===== config.mk =====
export PLATFORM = sky130hd
export DESIGN_NAME = jhd_ram
export DESIGN_NICKNAME = d
export VERILOG_FILES = /design/src/design/jhd_ram.sv
export SDC_FILE = /design/constraint.sdc
export NUM_CORES = 1
export LEC_CHECK = 0
export CORE_MARGIN = 5
export CORE_UTILIZATION = 67
export DETAILED_ROUTE_END_ITERATION = 10
export DONT_BUFFER_PORTS = 1
export PLACE_DENSITY = 0.8
export SLEW_MARGIN = 0
export SYNTH_ARGS = -nofsm -noshare
export SYNTH_HDL_FRONTEND = slang
export SYNTH_SLANG_ARGS = --single-unit
export TNS_END_PERCENT = 100

===== constraint.sdc =====
create_clock -name clk -period 5.95 [get_ports clk]
set_clock_uncertainty 0.15 [all_clocks]
set_input_delay 0.595 -clock clk [delete_from_list [all_inputs] [get_ports clk]]
set_output_delay 0.595 -clock clk [all_outputs]
set_load 0.01 [all_outputs]

===== src/design/jhd_ram.sv =====
// Generic single-write, single-read synchronous RAM with registered read.
// Self-contained; used for the code count and symbol tables.
module jhd_ram #(
  parameter int Width = 8,
  parameter int Depth = 64
) (
  input  logic                     clk,
  input  logic                     we,
  input  logic [$clog2(Depth)-1:0] waddr,
  input  logic [Width-1:0]         wdata,
  input  logic [$clog2(Depth)-1:0] raddr,
  output logic [Width-1:0]         rdata
);

  logic [Width-1:0] mem [Depth];
  logic [Width-1:0] rdata_r;

  always_ff @(posedge clk) begin
    if (we) begin
      mem[waddr] <= wdata;
    end
    rdata_r <= mem[raddr];
  end

  assign rdata = rdata_r;

endmodule

Word level (Yosys, flattened, before mapping)
Memory sizes are Yosys's and may differ from the RTL's. A register that Yosys moved wholly into a read port is not among the register bits.
Index checks and enable logic that the tools add are counted.
{"block": "totals", "reg_bits": 0, "mem_bits_rw": 512, "input_bits": 22, "output_inout_bits": 8, "wordCells": 3, "mem_count": 1}
{"name": "mem", "words": 64, "word_bits": 8, "rd": 1, "rd_ports_with_merged_regs": 1, "write_ports": 1, "line_no": "15", "rtl": "logic [Width-1:0] mem [Depth];"}
{"block": "op_classes", "mux": 2}
{"op": "2-to-1 mux 1 bit", "count": 2}

Logic depth before layout (Yosys ltp)
{"block": "logic_depth", "ltp_word": 2, "ltp_mapped": 9, "depth_no_buf": 5}

Least setup slack after synthesis
Ideal clock, no wire load.
{"block": "synth_path", "path_type": "input port to flip-flop", "from": "input port raddr[1]", "to": "register rdata_r[3], in the netlist rdata[3] (read register of mem)", "setup_time_ns": 0.128, "arrival_ns": 2.135, "required_time_ns": 5.672, "path_slack_ns": 3.537, "stages": 7, "cell_sequence": "buf_4 -> buf_2 -> buf_2 -> mux4_2 -> mux4_2 -> o21ai_1 -> o41ai_1"}
{"item": "start: declaration", "line_no": "11", "rtl": "input logic [$clog2(Depth)-1:0] raddr,"}
{"item": "end: declaration", "line_no": "16", "rtl": "logic [Width-1:0] rdata_r;"}

==> flow_summary.toml <==
[yosys]
synth_fp_nets = 962
seq_area_frac_synth_pct = 77.0
avgSynthCellArea_um2 = 21.5
yosys_warnings = 0
synthCells = 940
synth.cell_area_um2 = 20200
synth_edf_count = 512
ys_seq_elements = 520
async_flop_share_pct = 0
synth_ff_type = "edfxtp_1"
synth_cell_types = 40

[floorplanning]
start_util_pct = 67.9
die_h_um = 183
die_x_um = 183
io_pins = 30
row_count = 63
core_um2 = 29700
dieArea_um2 = 33700

[routing]
drc = 0
routed_wl_mm = 47.6
drt-vias-per-instance = 7.13
drt_iter0_markers = 1654
drtPass1Iterations = 5
wl_per_cell_um = 33.8
vias = 10000
antenna_left = 0

[clock_network]
clkLatencyLatePin_ps = 550
numCtsBuffers = 49
cts.sinks = 520
cts.htree.levels = 2
cts-root-buf = "clkbuf_16"
cts_resized = 0
cts_setup_buffers = 0
cts_tree = "yes"
ctsHoldBuffers = 32
clk_path_buf_depth = 3
path_clk_slew_ps = 60

[placed_design]
pre_cts_ws_ps = 3320
port_buffers = 0
place_congestion = 0.841
dp_hpwl_mm = 23.7

[layout]
fin_util_pct = 75.1
mostFrequentLayoutCell = "edfxtp_1"
final_cell_mix = "edfxtp_1 (512), mux4_2 (126), nor2_1 (83)"
fin_nets = 1000
final_layout_size_suffix_gt1_share_pct = 21.0
synthToLayoutAreaGrowth_pct = 10.7
fill_cells = 1562

[sta]
timing.fmax_ghz = 0.429
slew_headroom_pct = 19.7
rsz0062_at_grt = "no"
setup_violations = 0
hold_violations = 0
whs_ps = 16.5
slew_viol_final = 0
fin_crit_sh_pct = 39.1
worst_pin_slew_ps = 1200
worst_slack_ps = 3620
min_period_ps = 2330
setup_tns_ps = 0

[global_routing]
grt_max_degree = 138
grt_usage_pct = 29.0
grt_antenna_before_repair = 3
overflow = 0
grt_pass1_wl_mm = 69.5
grt_pass1_vias = 10100

[worst_setup_path]
path_class = "flip-flop to flip-flop"
cp-start-kind = "flip-flop"
critPathRequiredTime_ps = 6190
end_kind = "flip-flop"
critPathArrivalTime_ps = 2570
path_max_fanout = 1

[pwr]
power_density_nw_per_um2 = 334
vdd.ir_drop.worst_mv = 0.250
p_leak_nw = 6.89

[worst_hold_path]
min_path_type = "input port to flip-flop"

[status]
outcome = "finished clean"

[run]
drv_cap = 0
-- kinds of logic (layout without fill, tap and decap cells) --
group	Yosys count	in the layout	share of synthesized area (%)
AO/OA/AOI/OAI	54	54	2.07
buffers and inverters	51	125	1.57
flip-flops	520	520	77.0
multiplexers	162	162	15.9
other	0	3	0
AND/OR/NAND/NOR	153	153	3.39
-- routing by layer --
layer  GRT usage, %  up-vias  routed length [um]
met5              0        -                   0
met2           45.4      747               23100
met1           43.5     5187               17100
met3           5.80       90                5880
li1               -     4005                   -
met4           7.90        0                1510
-- stage by stage --
| step | power, W | cell area [um^2] | instances |
|---|---|---|---|
| after global routing | 0.00766 | 22300 | 1404 |
| after CTS | 0.00745 | 22300 | 1400 |
| final | 0.00745 | 22300 | 1407 |
| after floorplan | 0.00436 | 20200 | 940 |
| after global placement | 0.00435 | 20400 | 1281 |
| after detailed placement | 0.00435 | 20400 | 1281 |
-- area by class of cell --
class                           count  area [um^2]  share of cell area [%]
Clock inverter                     25          275                    1.23
Clock buffer                       62         1290                    5.80
Tap cell                          390          488                    2.19
Multi-Input combinational cell    369         4320                    19.3
Sequential cell                   520        15500                    69.6
Timing Repair Buffer               38          405                    1.82
Antenna cell                        3         7.51                  0.0336
-- cells in the mapped netlist (all sizes together) (3+ instances only) --
library cell  count  area share [%]
a221oi            6            0.26
o2bb2ai           3            0.13
nor2             83             1.5
o22ai             8            0.25
dfxtp             8            0.79
o21ai             4           0.099
a22oi             3            0.11
nor3              7            0.17
nor2b            14            0.43
a211oi            4            0.15
mux2             13            0.73
o2111ai           3            0.13
mux4            126              14
nand2b            7            0.22
nand3b            3            0.11
a21oi             3           0.074
mux2i            23             1.1
buf              34             1.3
nand2            19            0.35
o221ai            8            0.35
nand3            13            0.32
edfxtp          512              76
clkbuf           17            0.32
-- worst paths after layout --
check                       startpoint                to  slack (ps)  cells after the start
setup reg to reg  mem[21][4]$_DFFE_PP_  rdata[4]$_DFF_P_        3620                      5
setup / recovery  mem[21][4]$_DFFE_PP_  rdata[4]$_DFF_P_        3620                      5
hold reg to reg   mem[27][6]$_DFFE_PP_  rdata[6]$_DFF_P_         760                      3
hold / removal                raddr[5]  rdata[5]$_DFF_P_          20                      1
-- power breakdown --
group	leakage [nW]	internal, W	switching, W	total, W
registers	4.67	0.00405	0.0000165	0.00407
logic	1.45	0.000137	0.000167	0.000305
clock network	0.758	0.00180	0.00128	0.00308
total	6.89	0.00599	0.00147	0.00745
-- worst max-delay path, cell delays in order (launching register included) --
cell and delay (ps):
edfxtp_1 390, mux4_2 470, mux2_2 300, o221a_2 290, nor3_1 350, o32ai_1 220
-- sequential cells by signal, summed over array words and instances, names as in the netlist --
name	count
mem	512
rdata	8
Power figures use the tool's default switching activity.
